[src/sv/apl_pkg.sv]
// Package for the positional array list: sizes, operation codes and the
// control word that the list controller hands to every list cell.
// No dependencies.
package apl_pkg;

  // List geometry
  localparam int CAPACITY   = 64;
  localparam int VALUE_BITS = 32;
  localparam int IDX_W      = (CAPACITY > 1) ? $clog2(CAPACITY) : 1;
  localparam int CNT_W      = $clog2(CAPACITY + 1);

  // Field widths on the ports
  localparam int ACT_W  = 4;
  localparam int POS_W  = 6;
  localparam int DATA_W = 32;
  localparam int STAT_W = 2;
  localparam int LEN_W  = 7;

  // Width wide enough to compare a position against the live count
  localparam int CMP_W = (CNT_W > POS_W) ? CNT_W : POS_W;

  // Packed item widths, rounded up to whole bytes
  localparam int IN_BITS   = ACT_W + POS_W + DATA_W;
  localparam int OUT_BITS  = STAT_W + 1 + DATA_W + LEN_W;
  localparam int IN_TDW    = ((IN_BITS + 7) / 8) * 8;
  localparam int OUT_TDW   = ((OUT_BITS + 7) / 8) * 8;

  typedef enum logic [ACT_W-1:0] {
    ACT_INS_FRONT = 4'd0,
    ACT_INS_AT    = 4'd1,
    ACT_INS_END   = 4'd2,
    ACT_DEL_FRONT = 4'd3,
    ACT_DEL_AT    = 4'd4,
    ACT_DEL_END   = 4'd5,
    ACT_SEARCH    = 4'd6,
    ACT_READ      = 4'd7,
    ACT_WRITE     = 4'd8
  } action_t;

  typedef enum logic [STAT_W-1:0] {
    ST_OK     = 2'd0,
    ST_FULL   = 2'd1,
    ST_EMPTY  = 2'd2,
    ST_BADIDX = 2'd3
  } status_t;

  typedef enum logic [1:0] {
    CELL_HOLD     = 2'd0,
    CELL_SHIFT_UP = 2'd1,
    CELL_SHIFT_DN = 2'd2,
    CELL_WRITE    = 2'd3
  } cell_op_t;

  // Control word broadcast to the cell row
  typedef struct packed {
    cell_op_t               op;      // entry update for this cycle
    logic [IDX_W-1:0]       at;      // gap, write or read index
    logic [VALUE_BITS-1:0]  value;   // value to insert, write or match
    logic                   load;    // item accepted: capture hit and read bits
    logic                   search;  // search item
    logic                   rd;      // read item with a valid index
    logic [CNT_W-1:0]       count;   // live count before the item
  } cell_ctl_t;

endpackage

[src/sv/apl_cell.sv]
// One list cell: holds one entry, takes a neighbor's entry on shifts and
// reports a search hit and its entry for reads.
// Depends on apl_pkg.
module apl_cell (
  input  logic                           clk,
  input  logic [apl_pkg::IDX_W-1:0]      idx,
  input  apl_pkg::cell_ctl_t             ctl,
  input  logic [apl_pkg::VALUE_BITS-1:0] left,
  input  logic [apl_pkg::VALUE_BITS-1:0] right,
  output logic [apl_pkg::VALUE_BITS-1:0] entry,
  output logic                           hit,
  output logic [apl_pkg::VALUE_BITS-1:0] rdq
);
  import apl_pkg::*;

  logic                  live;
  logic [VALUE_BITS-1:0] entry_next;

  assign live = CNT_W'(idx) < ctl.count;

  // Pick the entry for the next cycle
  always_comb begin
    entry_next = entry;
    unique case (ctl.op)
      CELL_SHIFT_UP: begin
        if (idx > ctl.at) begin
          entry_next = left;
        end else if (idx == ctl.at) begin
          entry_next = ctl.value;
        end
      end
      CELL_SHIFT_DN: begin
        if (idx >= ctl.at) begin
          entry_next = right;
        end
      end
      CELL_WRITE: begin
        if (idx == ctl.at) begin
          entry_next = ctl.value;
        end
      end
      default: entry_next = entry;
    endcase
  end

  // Entry storage, undefined until written
  always_ff @(posedge clk) begin
    entry <= entry_next;
  end

  // Capture the search hit and the read word on the pre-update entry
  always_ff @(posedge clk) begin
    if (ctl.load) begin
      hit <= ctl.search && live && (entry == ctl.value);
      rdq <= (ctl.rd && (idx == ctl.at)) ? entry : '0;
    end
  end

endmodule

[config.mk]
export PLATFORM = sky130hd
export DESIGN_NAME = apl_cell
export DESIGN_NICKNAME = d
export VERILOG_FILES = /design/src/sv/apl_pkg.sv /design/src/sv/apl_cell.sv
export SDC_FILE = /design/constraint.sdc
export NUM_CORES = 1
export LEC_CHECK = 0
export BUFFER_PORTS_ARGS = -buffer_cell sky130_fd_sc_hd__buf_2
export CELL_PAD_IN_SITES_DETAIL_PLACEMENT = 1
export CELL_PAD_IN_SITES_GLOBAL_PLACEMENT = 1
export CORE_UTILIZATION = 37
export CTS_CLUSTER_DIAMETER = 100
export DETAILED_ROUTE_END_ITERATION = 6
export PLACE_DENSITY_LB_ADDON = 0.1
export SYNTH_ARGS = -nofsm -noshare
export SYNTH_HDL_FRONTEND = slang
export SYNTH_SLANG_ARGS = --single-unit
[constraint.sdc]
create_clock -name clk -period 6.3 [get_ports clk]
set_input_delay 0.945 -clock clk [delete_from_list [all_inputs] [get_ports clk]]
set_output_delay 0.945 -clock clk [all_outputs]
set_load 0.02 [all_outputs]
==> results.py, run 1 <==
metrics = {
    "worst_setup_path": {
        "ff2ff_setup_slack_ns": 4.34,
        "start_kind": "input port",
        "critPathArrivalTime_ns": 3.34,
        "slowest_delay_ns": 0.91,
        "crit_slowest_cell": "o22a_1",
        "cp_cell_sequence": "buf_2 > ha_1 > nand4_1 > nor2_4 > buf_4 > nor2_1 > o22a_1 > o21ai_0",
        "path_class": "in -> reg",
        "cp-startpoint": "idx[5]",
        "required_ns": 6.33,
        "cp_top_family": "compound AO/OA/AOI/OAI gates",
        "r2r-start": "entry[8]$_DFFE_PP_",
        "worst_r2r_path_depth": 5,
        "r2r_end": "hit$_DFFE_PP_",
        "crit_buf_inv": 2,
        "endpoint_kind": "flip-flop",
        "path_max_fanout": 67,
    },
    "layout": {
        "nNetsFinal": 612,
        "antenna_cells": 0,
        "final_cells": 616,
        "syn2layout_area_growth_pct": 31.4,
        "fill_cells": 1137,
        "final_core_util": 0.498,
        "layout-drive-gt1-share": 0.424,
        "seq_area_mm2": 0.00195,
        "multi_input_area_mm2": 0.00158,
    },
    "timing": {
        "tightest_slew_ns": 1.11,
        "tns_ns": 0,
        "min_period_over_period": 0.525,
        "rsz0062_at_grt": "false",
        "fmax_mhz": 302,
        "setup_violations": 0,
        "slew_headroom": 0.260,
        "fin_worst_skew_ns": 0.00175,
        "drv_slew": 0,
        "setup_slack_ns": 2.99,
        "hold_viol_final": 0,
        "fin_crit_ns": 3.31,
    },
    "cts": {
        "root_buffer": "clkbuf_8",
        "clock-sinks": 65,
        "clock_latency_ns": 0.33,
        "cts_buffers": 9,
        "cts_tree": "built",
        "cts_resized": 0,
        "clockBufferDepth": 2,
        "cts_setup_buffers": 0,
        "clk_pin_slew_ns": 0.07,
        "h-tree-depth": 3,
        "cts_hold_buf": 0,
    },
    "detailed_routing": {
        "wirelength_um": 11100,
        "drt_iter0_drc": 65,
        "dr.pass1.iters": 4,
        "wire_per_inst_um": 18.1,
        "vias": 3147,
        "via_per_inst": 5.11,
        "post-route-drc-count": 0,
        "final_antenna_net_count": 0,
    },
    "hold_path": {
        "min_from": "entry[25]$_DFFE_PP_",
        "min_path_type": "reg -> reg",
        "hold-path-endpoint": "rdq[25]$_SDFFCE_PN0P_",
        "hold_depth": 1,
    },
    "place": {
        "gp_congestion": 0.800,
        "dp_cells": 602,
        "hpwl_um": 8310,
        "dp_slack_ns": 2.53,
        "portBuffers": 185,
    },
    "grt": {
        "overflow": 0,
        "grt_max_degree": 68,
        "grt_pass1_vias": 3134,
        "antenna_found_initial": 1,
        "grt_usage": 0.215,
        "grt_pass1_wl_um": 16400,
    },
    "synthesis": {
        "yosysSeqAreaShare": 0.529,
        "ys_seq_elements": 65,
        "avgSynthCellArea_um2": 12.3,
        "synth_warnings": 0,
        "syn-cell-area_mm2": 0.00369,
        "syn_inst": 301,
        "syn_nets": 433,
        "yosys.cell_types.count": 32,
    },
    "pwr": {
        "pwr_density_cell_mw_per_mm2": 236,
        "p_leak_uw": 0.00215,
        "peakVddDrop_uv": 97.1,
    },
    "die": {
        "start_util": 0.379,
        "rows": 36,
        "fp.dieH_um": 102,
        "ios": 186,
        "die_w_um": 102,
        "core_area_mm2": 0.00973,
        "die_area_mm2": 0.0104,
    },
    "job": {
        "maxCapViolations": 0,
    },
    "outcome": {
        "outcome": "finished, final reports clean",
    },
}
-- Yosys cell counts --
master	number	share of area
a22oi_1	32	0.065
inv_1	12	0.012
clkbuf_1	10	0.010
buf_4	2	0.0041
o2111ai_1	1	0.0024
a311oi_4	1	0.0071
nor2_1	1	0.0010
edfxtp_1	65	0.53
a21boi_0	1	0.0020
nand2_1	1	0.0010
nand3_1	2	0.0027
xnor2_1	17	0.040
o21bai_4	1	0.0051
nand2b_1	1	0.0017
buf_6	4	0.012
mux2i_1	32	0.087
clkbuf_2	3	0.0041
nor4_1	4	0.0068
a21o_1	2	0.0041
nor2b_1	2	0.0034
nand4_1	6	0.010
o21ai_1	8	0.011
o21ai_0	26	0.035
xor2_1	15	0.036
nor2_2	1	0.0017
buf_2	1	0.0014
nor3_1	2	0.0027
and3_1	32	0.054
nand4b_1	1	0.0024
ha_1	11	0.037
a21oi_1	3	0.0041
o22a_1	1	0.0024
-- kinds of logic (layout without fill, tap and decap cells) --
kind of cell	after synthesis	in the layout	synth area share
AOI/OAI and AO/OA	76	76	0.138
xor gates and xnor gates	32	32	0.0760
adders and majority gates	11	11	0.0373
buffers and inverters	32	214	0.0441
DFF	65	65	0.529
muxes	32	32	0.0869
and+or+nand+nor	53	53	0.0879
-- routing by layer --
layer / routed length, um / GRT usage / up-vias
li1: - / - / 1514
met2: 5700 / 0.383 / 121
met4: 218 / 0.0846 / 2
met3: 739 / 0.0534 / 14
met5: 10 / 0 / -
met1: 4470 / 0.248 / 1496
-- registers in the layout (all words and copies together) (netlist names) --
register / cells
entry: 32
rdq: 32
hit: 1
-- placed cells by master (no fill, tap or decap), types with 6 or more instances in the layout --
master    netlist  final
and3_1         32     32
xnor2_1        17     17
inv_1          12     12
buf_2           1    185
ha_1           11     11
mux2i_1        32     32
clkbuf_8        0      9
o21ai_0        26     26
xor2_1         15     15
o21ai_1         8      8
edfxtp_1       65     65
nand4_1         6      6
a22oi_1        32     32
-- worst register-to-register path: cells and delay by family, from the launching register on --
family        cells  cell delay (ns)
simple gates      4             1.02
xor+xnor          1             0.34
flops             1             0.44
-- how the worst max path moves through the flow --
stage	endpoint	slack (ns)	cells after the start
after global placement	entry[3]$_DFFE_PP_	2.70	7
after detailed placement	entry[2]$_DFFE_PP_	2.53	8
final	entry[2]$_DFFE_PP_	2.99	8
after floorplan	entry[0]$_DFFE_PP_	3.26	7
after CTS	entry[2]$_DFFE_PP_	2.89	8
after global routing	entry[6]$_DFFE_PP_	2.71	8
-- through the flow --
step	instance area [um2]	hold slack, ns	power (uW)
CTS	4840	0.666	1160
finish	4840	0.652	1140
global route	4840	0.685	1200
detailed placement	4690	0.643	870
global placement	4690	0.629	858
floorplan	3690	0.768	737
-- report_power, final --
part           switching (uW)  internal (uW)  total (uW)
logic                     171            114         285
registers                41.0            531         572
clock network             152            134         286
total                     364            779        1140
-- final cells by class --
| class | count | share of cell area |
|---|---|---|
| timing repair buffer | 188 | 0.196 |
| multi-input combinational | 204 | 0.327 |
| tap | 133 | 0.0344 |
| sequential | 65 | 0.403 |
| inverter | 12 | 0.00930 |
| clock buffer | 9 | 0.0256 |
| clock inverter | 5 | 0.00517 |
(Power assumes the default switching activity.)
==> inputs of run 2 (changes only) <==
CORE_UTILIZATION = 35   (was 37)
clock period = 3.35 ns   (was 6.3 ns; I/O delays follow)
==> run 2 against run 1 <==
Effect of this change: largest cell class unchanged; setup slack worse by 1.7 ns; global-route usage down 1.2 points; combinational power up 89%; sequential power up 87%; final area up 1.4%; critical endpoint is now entry[22]$_DFFE_PP_; critical path depth unchanged; highest routed layer is now met4; wire length down 1.9%; die area up 5.6%; final cell count up 1.1%; register-to-register slack worse by 2.9 ns.
==> results.py, run 2 (same netlist as run 1, synthesis figures left out) <==
metrics = {
    "grt": {
        "overflow": 0,
        "antenna_found_initial": 0,
        "grt_pass1_vias": 3288,
        "grt_pass1_wl_um": 17000,
        "grt_max_degree": 65,
        "grt_usage": 0.203,
    },
    "timing": {
        "hold_viol_final": 0,
        "tns_ns": 0,
        "rsz0062_at_grt": "false",
        "min_period_over_period": 0.615,
        "setup_violations": 0,
        "fmax_mhz": 485,
        "hold_slack_ns": 0.469,
        "tightest_slew_ns": 0.783,
        "setup_slack_ns": 1.29,
        "drv_slew": 0,
        "slew_headroom": 0.478,
        "fin_crit_ns": 2.06,
        "fin_worst_skew_ns": 0.0105,
    },
    "place": {
        "hpwl_um": 8080,
        "dp_slack_ns": 0.912,
        "portBuffers": 185,
        "placed_cell_area_mm2": 0.00473,
        "gp_congestion": 0.791,
    },
    "hold_path": {
        "hold_depth": 3,
        "min_path_type": "in -> reg",
        "min_from": "left[3]",
        "hold-path-endpoint": "entry[3]$_DFFE_PP_",
    },
    "die": {
        "rows": 37,
        "fp.dieH_um": 105,
        "die_w_um": 105,
        "core_area_mm2": 0.0103,
        "start_util": 0.359,
        "ios": 186,
        "die_area_mm2": 0.0109,
    },
    "worst_setup_path": {
        "required_ns": 3.33,
        "endpoint_kind": "flip-flop",
        "start_kind": "input port",
        "r2r_end": "hit$_DFFE_PP_",
        "path_class": "in -> reg",
        "worst_r2r_path_depth": 5,
        "r2r-start": "entry[8]$_DFFE_PP_",
        "path_max_fanout": 32,
        "critPathArrivalTime_ns": 2.04,
        "ff2ff_setup_slack_ns": 1.47,
    },
    "cts": {
        "cts_resized": 0,
        "cts_buffers": 9,
        "clk_pin_slew_ns": 0.07,
        "h-tree-depth": 3,
        "cts_hold_buf": 0,
        "clockBufferDepth": 2,
        "cts_setup_buffers": 0,
        "cts_tree": "built",
        "root_buffer": "clkbuf_8",
        "clock_latency_ns": 0.34,
        "clock-sinks": 65,
    },
    "detailed_routing": {
        "vias": 3132,
        "dr.pass1.iters": 6,
        "wirelength_um": 10900,
        "final_antenna_net_count": 0,
        "post-route-drc-count": 0,
        "via_per_inst": 5.03,
        "wire_per_inst_um": 17.5,
        "drt_iter0_drc": 138,
    },
    "pwr": {
        "p_leak_uw": 0.00218,
        "peakVddDrop_uv": 158,
        "pwr_density_cell_mw_per_mm2": 458,
    },
    "outcome": {
        "outcome": "finished, final reports clean",
    },
    "layout": {
        "antenna_cells": 0,
        "syn2layout_area_growth_pct": 33.2,
        "final_common_cell": "buf_2",
        "reg_top3": "entry (32), rdq (32), hit (1)",
        "design_area_mm2": 0.00491,
        "fill_cells": 1223,
        "nNetsFinal": 615,
        "layout-drive-gt1-share": 0.427,
        "most-common-layout-cells": "buf_2 (185), edfxtp_1 (65), mux2i_1 (32), a22oi_1 (32), and3_1 (32)",
    },
    "job": {
        "maxCapViolations": 0,
    },
}
-- run 2: layout make-up --
type	instances	area, um2	area share
repair buffers	191	983	0.200
multi-input cells	204	1580	0.322
inverters	12	45.0	0.00917
clock inverters	3	42.5	0.00866
clock buffers	12	135	0.0275
flip-flops and latches	65	1950	0.397
well taps	136	170	0.0346
-- run 2: where the power goes --
group | internal (uW) | leakage (uW) | total (uW) | switching, uW
logic | 219 | 0.00143 | 540 | 321
registers | 998 | 0.000659 | 1070 | 73.7
clock network | 340 | 0.0000864 | 639 | 299
total | 1560 | 0.00218 | 2250 | 694
-- run 2: routing by layer --
layer,GRT usage,vias to the layer above,share of wire
met2,0.377,104,0.53
li1,-,1523,-
met5,0,-,0
met4,0.0664,0,0.011
met1,0.229,1496,0.40
met3,0.0437,9,0.063
-- run 2: through the flow --
stage / power, uW / instances / util
global placement: 1620 / 608 / 0.461
floorplan: 1390 / 301 / -
CTS: 2270 / 623 / 0.478
finish: 2250 / 623 / 0.478
global route: 2350 / 623 / 0.478
detailed placement: 1640 / 608 / 0.461
-- run 2: worst max-delay path by stage --
stage / from / to / slack, ns / depth (start not counted)
2_1_floorplan: ctl[47] / entry[0]$_DFFE_PP_ / 0.75 / 7
3_3_place_gp: idx[5] / entry[15]$_DFFE_PP_ / 0.96 / 8
3_5_place_dp: idx[5] / entry[20]$_DFFE_PP_ / 0.91 / 8
4_1_cts: idx[5] / entry[17]$_DFFE_PP_ / 1.28 / 8
5_1_grt: idx[5] / entry[5]$_DFFE_PP_ / 1.22 / 8
6_report: idx[5] / entry[22]$_DFFE_PP_ / 1.29 / 8
-- run 2: worst max-delay path, stage by stage --
cell      delay [ns]
buf_2           0.11
ha_1            0.31
nand4_1         0.18
o21bai_4        0.23
nand3_1         0.10
o21ai_0         0.12
nand2b_2        0.08
buf_4           0.40
