--- src/sv/apl_pkg.sv ---
// Package for the positional array list: sizes, operation codes and the
// control word that the list controller hands to every list cell.
// No dependencies.
package apl_pkg;

  // List geometry
  localparam int CAPACITY   = 64;
  localparam int VALUE_BITS = 32;
  localparam int IDX_W      = (CAPACITY > 1) ? $clog2(CAPACITY) : 1;
  localparam int CNT_W      = $clog2(CAPACITY + 1);

  // Field widths on the ports
  localparam int ACT_W  = 4;
  localparam int POS_W  = 6;
  localparam int DATA_W = 32;
  localparam int STAT_W = 2;
  localparam int LEN_W  = 7;

  // Width wide enough to compare a position against the live count
  localparam int CMP_W = (CNT_W > POS_W) ? CNT_W : POS_W;

  // Packed item widths, rounded up to whole bytes
  localparam int IN_BITS   = ACT_W + POS_W + DATA_W;
  localparam int OUT_BITS  = STAT_W + 1 + DATA_W + LEN_W;
  localparam int IN_TDW    = ((IN_BITS + 7) / 8) * 8;
  localparam int OUT_TDW   = ((OUT_BITS + 7) / 8) * 8;

  typedef enum logic [ACT_W-1:0] {
    ACT_INS_FRONT = 4'd0,
    ACT_INS_AT    = 4'd1,
    ACT_INS_END   = 4'd2,
    ACT_DEL_FRONT = 4'd3,
    ACT_DEL_AT    = 4'd4,
    ACT_DEL_END   = 4'd5,
    ACT_SEARCH    = 4'd6,
    ACT_READ      = 4'd7,
    ACT_WRITE     = 4'd8
  } action_t;

  typedef enum logic [STAT_W-1:0] {
    ST_OK     = 2'd0,
    ST_FULL   = 2'd1,
    ST_EMPTY  = 2'd2,
    ST_BADIDX = 2'd3
  } status_t;

  typedef enum logic [1:0] {
    CELL_HOLD     = 2'd0,
    CELL_SHIFT_UP = 2'd1,
    CELL_SHIFT_DN = 2'd2,
    CELL_WRITE    = 2'd3
  } cell_op_t;

  // Control word broadcast to the cell row
  typedef struct packed {
    cell_op_t               op;      // entry update for this cycle
    logic [IDX_W-1:0]       at;      // gap, write or read index
    logic [VALUE_BITS-1:0]  value;   // value to insert, write or match
    logic                   load;    // item accepted: capture hit and read bits
    logic                   search;  // search item
    logic                   rd;      // read item with a valid index
    logic [CNT_W-1:0]       count;   // live count before the item
  } cell_ctl_t;

endpackage

--- src/sv/apl_ctrl.sv ---
// List controller: decodes one item, checks it against the live count,
// keeps the count and drives the control word of the cell row.
// Depends on apl_pkg.
module apl_ctrl (
  input  logic                        clk,
  input  logic                        rst,
  input  logic                        accept,
  input  logic [apl_pkg::ACT_W-1:0]   action,
  input  logic [apl_pkg::POS_W-1:0]   position,
  input  logic signed [apl_pkg::DATA_W-1:0] value,
  output apl_pkg::cell_ctl_t          ctl,
  output logic [apl_pkg::STAT_W-1:0]  status,
  output logic [apl_pkg::LEN_W-1:0]   length
);
  import apl_pkg::*;

  logic [CNT_W-1:0]      count;
  logic [CNT_W-1:0]      count_next;
  logic [CMP_W-1:0]      pos_w;
  logic [CMP_W-1:0]      cnt_w;
  logic [VALUE_BITS-1:0] val_ext;
  status_t               st;
  cell_op_t              op;
  logic [IDX_W-1:0]      at;
  logic                  rd;

  assign pos_w   = CMP_W'(position);
  assign cnt_w   = CMP_W'(count);
  assign val_ext = VALUE_BITS'(value);

  // Decode the item and check it against the list length
  always_comb begin
    st         = ST_OK;
    op         = CELL_HOLD;
    at         = IDX_W'(position);
    rd         = 1'b0;
    count_next = count;
    unique case (action)
      ACT_INS_FRONT, ACT_INS_AT, ACT_INS_END: begin
        if (count == CNT_W'(CAPACITY)) begin
          st = ST_FULL;
        end else if (action == ACT_INS_AT && pos_w > cnt_w) begin
          st = ST_BADIDX;
        end else begin
          op         = CELL_SHIFT_UP;
          count_next = count + CNT_W'(1);
          if (action == ACT_INS_FRONT) begin
            at = '0;
          end else if (action == ACT_INS_END) begin
            at = IDX_W'(count);
          end
        end
      end
      ACT_DEL_FRONT, ACT_DEL_AT, ACT_DEL_END: begin
        if (count == '0) begin
          st = ST_EMPTY;
        end else if (action == ACT_DEL_AT && pos_w >= cnt_w) begin
          st = ST_BADIDX;
        end else begin
          op         = CELL_SHIFT_DN;
          count_next = count - CNT_W'(1);
          if (action == ACT_DEL_FRONT) begin
            at = '0;
          end else if (action == ACT_DEL_END) begin
            at = IDX_W'(count - CNT_W'(1));
          end
        end
      end
      ACT_READ: begin
        if (pos_w >= cnt_w) begin
          st = ST_BADIDX;
        end else begin
          rd = 1'b1;
        end
      end
      ACT_WRITE: begin
        if (pos_w >= cnt_w) begin
          st = ST_BADIDX;
        end else begin
          op = CELL_WRITE;
        end
      end
      default: st = ST_OK;
    endcase
  end

  // Drive the cell row; hold everything when no item is taken
  always_comb begin
    ctl.op     = accept ? op : CELL_HOLD;
    ctl.at     = at;
    ctl.value  = val_ext;
    ctl.load   = accept;
    ctl.search = (action == ACT_SEARCH);
    ctl.rd     = rd;
    ctl.count  = count;
    status     = st;
    length     = LEN_W'(count_next);
  end

  // Live count
  always_ff @(posedge clk) begin
    if (rst) begin
      count <= '0;
    end else if (accept) begin
      count <= count_next;
    end
  end

  a_count_bound: assert property (@(posedge clk) disable iff (rst)
    count <= CNT_W'(CAPACITY))
    else $error("live count above capacity");

  a_count_step: assert property (@(posedge clk) disable iff (rst)
    !accept |=> (count == $past(count)))
    else $error("live count moved without an item");

  a_count_unit: assert property (@(posedge clk) disable iff (rst)
    accept |=> (count == $past(count) || count == $past(count) + CNT_W'(1) ||
                count == $past(count) - CNT_W'(1)))
    else $error("live count moved by more than one");

endmodule

--- config.mk ---
export PLATFORM = sky130hd
export DESIGN_NAME = apl_ctrl
export DESIGN_NICKNAME = d
export VERILOG_FILES = /design/src/sv/apl_pkg.sv /design/src/sv/apl_ctrl.sv
export SDC_FILE = /design/constraint.sdc
export NUM_CORES = 1
export LEC_CHECK = 0
export BUFFER_PORTS_ARGS = -buffer_cell sky130_fd_sc_hd__clkbuf_2
export CAP_MARGIN = 20
export CORE_MARGIN = 1
export CORE_UTILIZATION = 47
export DETAILED_ROUTE_END_ITERATION = 10
export GPL_TIMING_DRIVEN = 1
export PLACE_DENSITY = 0.95
export SLEW_MARGIN = 20
export SYNTH_ARGS = -nofsm -noshare
export SYNTH_HDL_FRONTEND = slang
export SYNTH_SLANG_ARGS = --single-unit
--- constraint.sdc ---
create_clock -name clk -period 7.7 [get_ports clk]
set_clock_uncertainty 0.05 [all_clocks]
set_input_delay 1.925 -clock clk [delete_from_list [all_inputs] [get_ports clk]]
set_output_delay 1.925 -clock clk [all_outputs]
set_load 0.01 [all_outputs]
==> summary.txt, run 1 <==
Yosys
  • Count of warnings emitted by yosys: 0
  • Largest area contributor in the netlist: buf_4
  • Summed instance area of the synthesized netlist: 1610 µm²
  • Number of distinct standard cells referenced by the synthesized netlist: 49
  • Post-synthesis async set-or-reset flop share: 0
  • Sequential cell area fraction in the yosys report: 0.0873
  • Total nets after synthesis: 284
  • Synthesized flop and latch total: 7
  • Top flip-flop cell by instance count after synthesis: dfxtp_1
  • Number of enable flip-flop cells after synthesis: 0
  • Dominant cells by area after synthesis: buf_4 16%, dfxtp_1 8.7%, ha_1 6.2%
  • Synthesized instance count: 231
  • Synthesized area per cell: 6.95 µm²
  • Area share of the leading cell type in the synthesized netlist: 0.159

Worst setup path
  • Highest cell delay on the worst timing path: 0.38 ns
  • Crit path kind: input pin to output pin
  • Worst setup EP type: output pin
  • Worst EP required: 5.73 ns
  • Most frequent cell on the critical path: clkbuf_2
  • Slack of the worst reg-to-reg path: 4.81 ns
  • Worst r2r dst: cnt_w[5]
  • Worst flop-to-flop path startpoint: cnt_w[0]
  • Data arrival, critical path: 4.39 ns
  • Slowest stage cell on the critical path: a221o_1
  • Cells along the critical path: clkbuf_2, ha_1, a211oi_1, nor2_1, o311ai_2, buf_4, nand4_1, a21o_1, a221o_1, clkbuf_2
  • Top delay family on crit path: compound AO/OA/AOI/OAI gates
  • Cell depth of the worst flop-to-flop path: 8
  • Buffers and inverters on the worst path: 3
  • Peak fanout along the critical path: 15
  • Levels on crit path: 10
  • Kind of start point of the critical path: input pin

Global routing
  • GRT busiest layer: met2
  • Met2 GRT Util: 0.403
  • Overall global routing resource usage: 0.238
  • Largest net degree at the start of global routing: 17
  • Antenna violations before repair: 0
  • Vias in the first global route: 1,522
  • Global-route met3 utilization: 0.0512
  • Grt met1 use: 0.317
  • Gr ovfl total: 0
  • Global-route wire length before repair: 6820 µm

Place
  • Final weighted congestion in routability-driven placement: 0.964
  • Placed wire-length estimate: 3230 µm
  • Cell area reported after detailed placement: 1560 µm²
  • Port-buffer cells: 39
  • Instance count after placement with tap cells included: 269

Finish
  • Largest register FFs: 7
  • Area added between synthesis and finish: -1.48%
  • Antenna cell count: 0
  • Layout cells sized above 1: 0.223
  • Post-route standard cell area excluding fillers: 1580 µm²
  • Final standard cell count with taps included and fillers excluded: 273
  • Final #Nets: 283

Die
  • Number of standard-cell rows in the floorplan: 20
  • Starting utilization of the core area: 0.509
  • Die footprint: 3650 µm²
  • Die W: 60.4 µm
  • Core Region: 3150 µm²
  • Vertical die dimension: 60.4 µm
  • Number of primary I/O pins: 104

Min path
  • Startpoint of the lowest-slack hold path: cnt_w[1]
  • Worst-case hold path end point: cnt_w[1]
  • Classification of the worst-slack hold path: flop to flop
  • Number of stages on the worst hold path: 2

Clock tree
  • Number of clock sinks seen by CTS: 7
  • CTS HTree Levels: 1
  • Number of buffers inserted during clock tree synthesis: 3
  • Clock tree root driver cell: clkbuf_4
  • Number of hold buffers added after CTS: 0
  • Post-CTS setup buffers: 0
  • Maximum number of buffers from clock root to sink: 2
  • Clock transition at the registers of the reported paths: 0.05 ns
  • Worst-Skew Late Latency: 0.25 ns
  • CTS tree: yes
  • Number of instances resized during post-cts repair: 0

Power and ir drop
  • Power density cells: 101 nW/µm²
  • Leakage: 0.708 nW
  • Maximum resistive drop on vdd: 0.0520 mV
  • Total power draw: 160 µW

STA
  • Setup repair after global routing missed its margin: false
  • Fmax: 0.157 GHz
  • Sum of negative setup slack: 0 ns
  • Final count of hold timing violations: 0
  • Time the worst path needs with I/O delays and setup: 6.36 ns
  • Worst slew margin: 0.575
  • Post-route clock period utilization: 0.826
  • Slew Viols, Final: 0
  • Total setup violations reported at the end of the flow: 0
  • Worst-margin pin slew: 0.637 ns

Routing
  • Aggregate routed wire length: 4140 µm
  • # DRC: 0
  • Router iterations before antenna repair: 4
  • Total vias in the final route: 1,718
  • Violation count after the first detailed-route iteration: 196
  • Routed wirelength normalized by instance count: 15.1 µm
  • Detail Route Antenna Nets: 0
  • Detailed-route vias per instance: 6.29

Job
  • Max_cap viols: 0

Outcome
  • Run status: completed
-- Yosys cell counts, drive strengths merged, types with 4 or more instances --
| cell | instances |
|---|---|
| a21o | 6 |
| ha | 8 |
| and3 | 7 |
| buf | 39 |
| nand3 | 8 |
| nand2 | 15 |
| a221o | 8 |
| dfxtp | 7 |
| a211oi | 4 |
| a221oi | 5 |
| inv | 10 |
| clkbuf | 8 |
| and2 | 6 |
| nor3 | 6 |
| nand2b | 4 |
| xnor2 | 5 |
| nor2 | 19 |
| nor2b | 8 |
| nor3b | 4 |
| o21ai | 9 |
| a21oi | 11 |
-- worst max path at each step --
| stage | slack [ns] | to | start |
|---|---|---|---|
| after floorplan | 1.82 | ctl[45] | position[4] |
| after global placement | 1.46 | ctl[47] | position[4] |
| after detailed placement | 1.36 | ctl[47] | position[4] |
| after CTS | 1.36 | ctl[47] | position[4] |
| after global routing | 1.16 | ctl[47] | position[4] |
| final | 1.34 | ctl[46] | position[4] |
-- per-layer routing --
layer  share of wire  wire length (µm)  vias up
met4          0.0085                35        0
met3            0.10               415       10
met2            0.47              1920      111
met1            0.43              1760      789
met5               0                 0        -
li1                -                 -      808
-- kinds of logic (layout without fill, tap and decap cells) --
| kind of cell | after synthesis | in the layout | share of synthesized area |
|---|---|---|---|
| buffers and inverters | 57 | 55 | 0.220 |
| XOR/XNOR | 5 | 5 | 0.0273 |
| flip-flops | 7 | 7 | 0.0873 |
| adder cells (fa/ha/maj) | 8 | 8 | 0.0624 |
| AND/OR/NAND/NOR | 92 | 92 | 0.315 |
| AO/OA/AOI/OAI | 62 | 62 | 0.288 |
-- where the power goes --
group | switching [mW] | leakage, nW | total (mW) | internal [mW]
Clock | 0.0126 | 0.0150 | 0.0324 | 0.0197
Sequential | 0.00377 | 0.0568 | 0.0416 | 0.0378
Combinational | 0.0510 | 0.637 | 0.0860 | 0.0350
-- metrics by stage --
step	hold WS (ns)	utilization	setup WS (ns)
floorplan	0.495	-	1.82
global placement	0.502	0.493	1.46
detailed placement	0.491	0.493	1.36
CTS	0.502	0.502	1.36
global route	0.551	0.502	1.16
finish	0.505	0.502	1.34
-- placed cells by master, fill, tap and decap left out, drive strengths merged, types with 4 or more instances in the layout --
| cell | count |
|---|---|
| nor2b | 8 |
| xnor2 | 5 |
| nand2b | 4 |
| a221oi | 5 |
| a21o | 6 |
| a21oi | 11 |
| a221o | 8 |
| nand2 | 15 |
| nor3 | 6 |
| clkbuf | 43 |
| dfxtp | 7 |
| and2 | 6 |
| and3 | 7 |
| ha | 8 |
| nor3b | 4 |
| inv | 10 |
| nand3 | 8 |
| o21ai | 9 |
| nor2 | 19 |
| a211oi | 4 |
-- worst register-to-register path: stages (launching register included) --
cell	delay [ns]
dfxtp_1	0.50
inv_1	0.17
ha_1	0.31
nor3b_2	0.23
and3b_1	0.25
nor2_1	0.42
and2_1	0.31
a221oi_1	0.16
a2111oi_0	0.36
-- layout make-up --
type                       instances  area (µm²)
clock buffer                       4        26.3
fill                             338        1570
inverter                          10        37.5
multi-input combinational        167        1110
sequential                         7         140
tap                               44        55.1
timing repair buffer              41         210
Note: power is estimated with default switching activity, not from simulation.
==> run 2: changes to the inputs <==
--- a/config.mk
+++ b/config.mk
@@ -8,10 +8,10 @@
 export BUFFER_PORTS_ARGS = -buffer_cell sky130_fd_sc_hd__clkbuf_2
 export CAP_MARGIN = 20
 export CORE_MARGIN = 1
-export CORE_UTILIZATION = 47
+export CORE_UTILIZATION = 43
 export DETAILED_ROUTE_END_ITERATION = 10
 export GPL_TIMING_DRIVEN = 1
-export PLACE_DENSITY = 0.95
+export PLACE_DENSITY = 0.92
 export SLEW_MARGIN = 20
 export SYNTH_ARGS = -nofsm -noshare
 export SYNTH_HDL_FRONTEND = slang
==> constraint.sdc (replaced) <==
create_clock -name clk -period 6.3 [get_ports clk]
set_clock_uncertainty 0.05 [all_clocks]
set_input_delay 1.575 -clock clk [delete_from_list [all_inputs] [get_ports clk]]
set_output_delay 1.575 -clock clk [all_outputs]
set_load 0.01 [all_outputs]
==> run 2 against run 1 <==
  * Final cell count up 0.73%
  * Critical path depth down 1
  * Clock-buffer cell count unchanged
  * Clock power up 90%
  * Die area up 9.0%
  * Power up 36%
  * Combinational power up 22%
  * Non-clock buffer count unchanged
  * Highest routed layer unchanged
  * Register-to-register slack worse by 1.7 ns
  * Routed wire length up 1.9%
  * First-iteration DRC count up 10%
  * Setup slack worse by 0.89 ns
==> summary.txt, run 2 (synthesis results as in run 1) <==
Outcome
  • Run status: completed

Power and ir drop
  • Switching share of total power: 0.391 (-0.0301)
  • Seq pwr share: 0.235 (-0.025)
  • Combinational share of power: 0.482 (-0.056)
  • Total net switching power: 85.4 µW (+27%)
  • Maximum resistive drop on vdd: 0.0599 mV (+15%)
  • Clock network fraction of design power: 0.283 (+0.081)
  • Power density cells: 136 nW/µm² (+35%)
  • Internal power: 133 µW (+44%)
  • Leakage: 0.716 nW (+1.1%)

Min path
  • Number of stages on the worst hold path: 2 (unchanged)
  • Worst-case hold path end point: cnt_w[1]
  • Startpoint of the lowest-slack hold path: cnt_w[1]
  • Classification of the worst-slack hold path: flop to flop

STA
  • Final count of hold timing violations: 0 (unchanged)
  • Post-route clock period utilization: 0.929
  • Setup repair after global routing missed its margin: false
  • Total setup violations reported at the end of the flow: 0 (unchanged)
  • Sum of negative setup slack: 0 ns (unchanged)
  • Slew Viols, Final: 0 (unchanged)
  • Hold Worst Slack: 0.530 ns (+0.0257 ns)
  • Time the worst path needs with I/O delays and setup: 5.85 ns
  • Worst slew margin: 0.580 (+0.00451)
  • Worst-margin pin slew: 0.629 ns (-0.00777 ns)
  • Fmax: 0.171 GHz

Routing
  • Violation count after the first detailed-route iteration: 216 (+10%)
  • Detailed-route vias per instance: 6.38 (+1.4%)
  • Router iterations before antenna repair: 6 (+2)
  • Met2 wire length: 1910 µm (-0.52%)
  • Detail Route Antenna Nets: 0 (unchanged)
  • # DRC: 0 (unchanged)
  • Routed wirelength normalized by instance count: 15.3 µm (+1.1%)
  • Highest metal layer used by the detailed router: met4
  • Aggregate routed wire length: 4210 µm (+1.9%)
  • Routed met1 length: 1800 µm (+2.0%)
  • Total vias in the final route: 1,754 (+2.1%)
  • Met3 routed WL: 425 µm (+2.4%)

Global routing
  • Vias in the first global route: 1,582 (+3.9%)
  • Gr ovfl total: 0 (unchanged)
  • Largest net degree at the start of global routing: 17 (unchanged)
  • Antenna violations before repair: 0 (unchanged)
  • Overall global routing resource usage: 0.217 (-0.0211)
  • Global-route wire length before repair: 7130 µm (+4.7%)

Die
  • Die footprint: 3980 µm² (+9.0%)
  • Number of primary I/O pins: 104 (unchanged)
  • Core Region: 3470 µm² (+10%)
  • Die W: 63.1 µm (+4.4%)
  • Vertical die dimension: 63.1 µm (+4.4%)
  • Starting utilization of the core area: 0.463 (-0.0463)
  • Number of standard-cell rows in the floorplan: 21 (+5.0%)

Finish
  • Final #Nets: 283 (unchanged)
  • Final standard cell count with taps included and fillers excluded: 275 (+0.73%)
  • Utilization after layout: 0.462 (-0.0395)
  • Antenna cell count: 0 (unchanged)
  • Commonest cells after routing, fill and taps aside: 39 x clkbuf_2, 19 x nor2_1, 15 x nand2_1, 11 x a21oi_1, 10 x inv_1
  • Most frequent standard cell in the layout excluding fill and tap cells: clkbuf_2
  • Total of fill cells in the finished design: 368 (+8.9%)
  • Layout cells sized above 1: 0.223 (unchanged)
  • Area added between synthesis and finish: -0.156%
  • Largest register FFs: 7 (unchanged)

Job
  • Max_cap viols: 0 (unchanged)

Worst setup path
  • Crit path kind: input pin to output pin
  • Slowest stage cell on the critical path: o311ai_2
  • Top delay family on crit path: compound AO/OA/AOI/OAI gates
  • Worst r2r dst: cnt_w[5]
  • Cell depth of the worst flop-to-flop path: 9 (+1)
  • Highest cell delay on the worst timing path: 0.59 ns (+0.21 ns)
  • Kind of start point of the critical path: input pin
  • Worst setup EP type: output pin
  • Worst EP required: 4.68 ns (-1.05 ns)
  • Buffers and inverters on the worst path: 2 (-1)
  • Data arrival, critical path: 4.23 ns (-0.16 ns)
  • Peak fanout along the critical path: 9 (-6)
  • Cells along the critical path: clkbuf_2, ha_1, a211oi_1, nor2_1, o311ai_2, nand4_1, a221o_1, a221o_1, clkbuf_2
  • Worst flop-to-flop path startpoint: cnt_w[4]
  • Slack of the worst reg-to-reg path: 3.13 ns (-1.68 ns)

Clock tree
  • Clock tree root driver cell: clkbuf_8
  • Post-CTS setup buffers: 0 (unchanged)
  • CTS HTree Levels: 1 (unchanged)
  • Clock transition at the registers of the reported paths: 0.04 ns (about the same)
  • Worst-Skew Late Latency: 0.22 ns (-0.03 ns)
  • Number of buffers inserted during clock tree synthesis: 3 (unchanged)
  • CTS tree: yes
  • Number of instances resized during post-cts repair: 0 (unchanged)
  • Maximum number of buffers from clock root to sink: 2 (unchanged)
  • Number of hold buffers added after CTS: 0 (unchanged)
  • Number of clock sinks seen by CTS: 7 (unchanged)

Place
  • Placed wire-length estimate: 3290 µm (+1.9%)
  • Final weighted congestion in routability-driven placement: 0.970 (+0.68%)
  • Port-buffer cells: 39 (unchanged)
  • Instance count after placement with tap cells included: 271 (+0.74%)
## run 2: cell counts in the layout (fill, tap and decap cells not counted)
Identical to the previous run, type by type.
## run 2: cell type report
class | instances | area, µm² | share of cell area
Clock buffer | 4 | 45.0 | 0.0281
Inverter | 10 | 37.5 | 0.0234
Timing Repair Buffer | 41 | 210 | 0.131
Multi-Input combinational cell | 167 | 1110 | 0.694
Tap cell | 46 | 57.6 | 0.0359
Sequential cell | 7 | 140 | 0.0874
## run 2: metal layers
layer  track usage  vias to the layer above
li1              -                      814
met1         0.298                      808
met2         0.328                      117
met3        0.0380                       15
met4        0.0930                        0
met5             0                        -
## run 2: worst max-delay path by stage
stage / from / depth (start not counted) / endpoint
3_5_place_dp: position[4] / 9 / ctl[47]
5_1_grt: position[4] / 9 / ctl[47]
4_1_cts: position[4] / 9 / ctl[47]
2_1_floorplan: position[4] / 7 / ctl[45]
3_3_place_gp: position[4] / 9 / ctl[47]
6_report: position[4] / 9 / ctl[47]
## run 2: power by group through the flow
stage	Sequential [mW]	Combinational [mW]	Clock, mW
5_1_grt	0.0515	0.116	0.0680
3_3_place_gp	0.0517	0.101	0
3_5_place_dp	0.0519	0.103	0
6_report	0.0513	0.105	0.0617
2_1_floorplan	0.0506	0.0949	0
4_1_cts	0.0512	0.104	0.0635
## run 2: stage by stage
step                      setup slack [ns]  cell area, µm²  power, mW
after floorplan                       1.12            1610      0.145
after global placement               0.642            1560      0.152
after detailed placement             0.479            1560      0.155
after CTS                            0.490            1600      0.218
after global routing                 0.256            1600      0.236
final                                0.448            1600      0.218
## run 2: worst min-delay path: stages, from the launching register on
cell and delay, ns:
dfxtp_1 0.37, nand2_1 0.10, a21oi_1 0.06
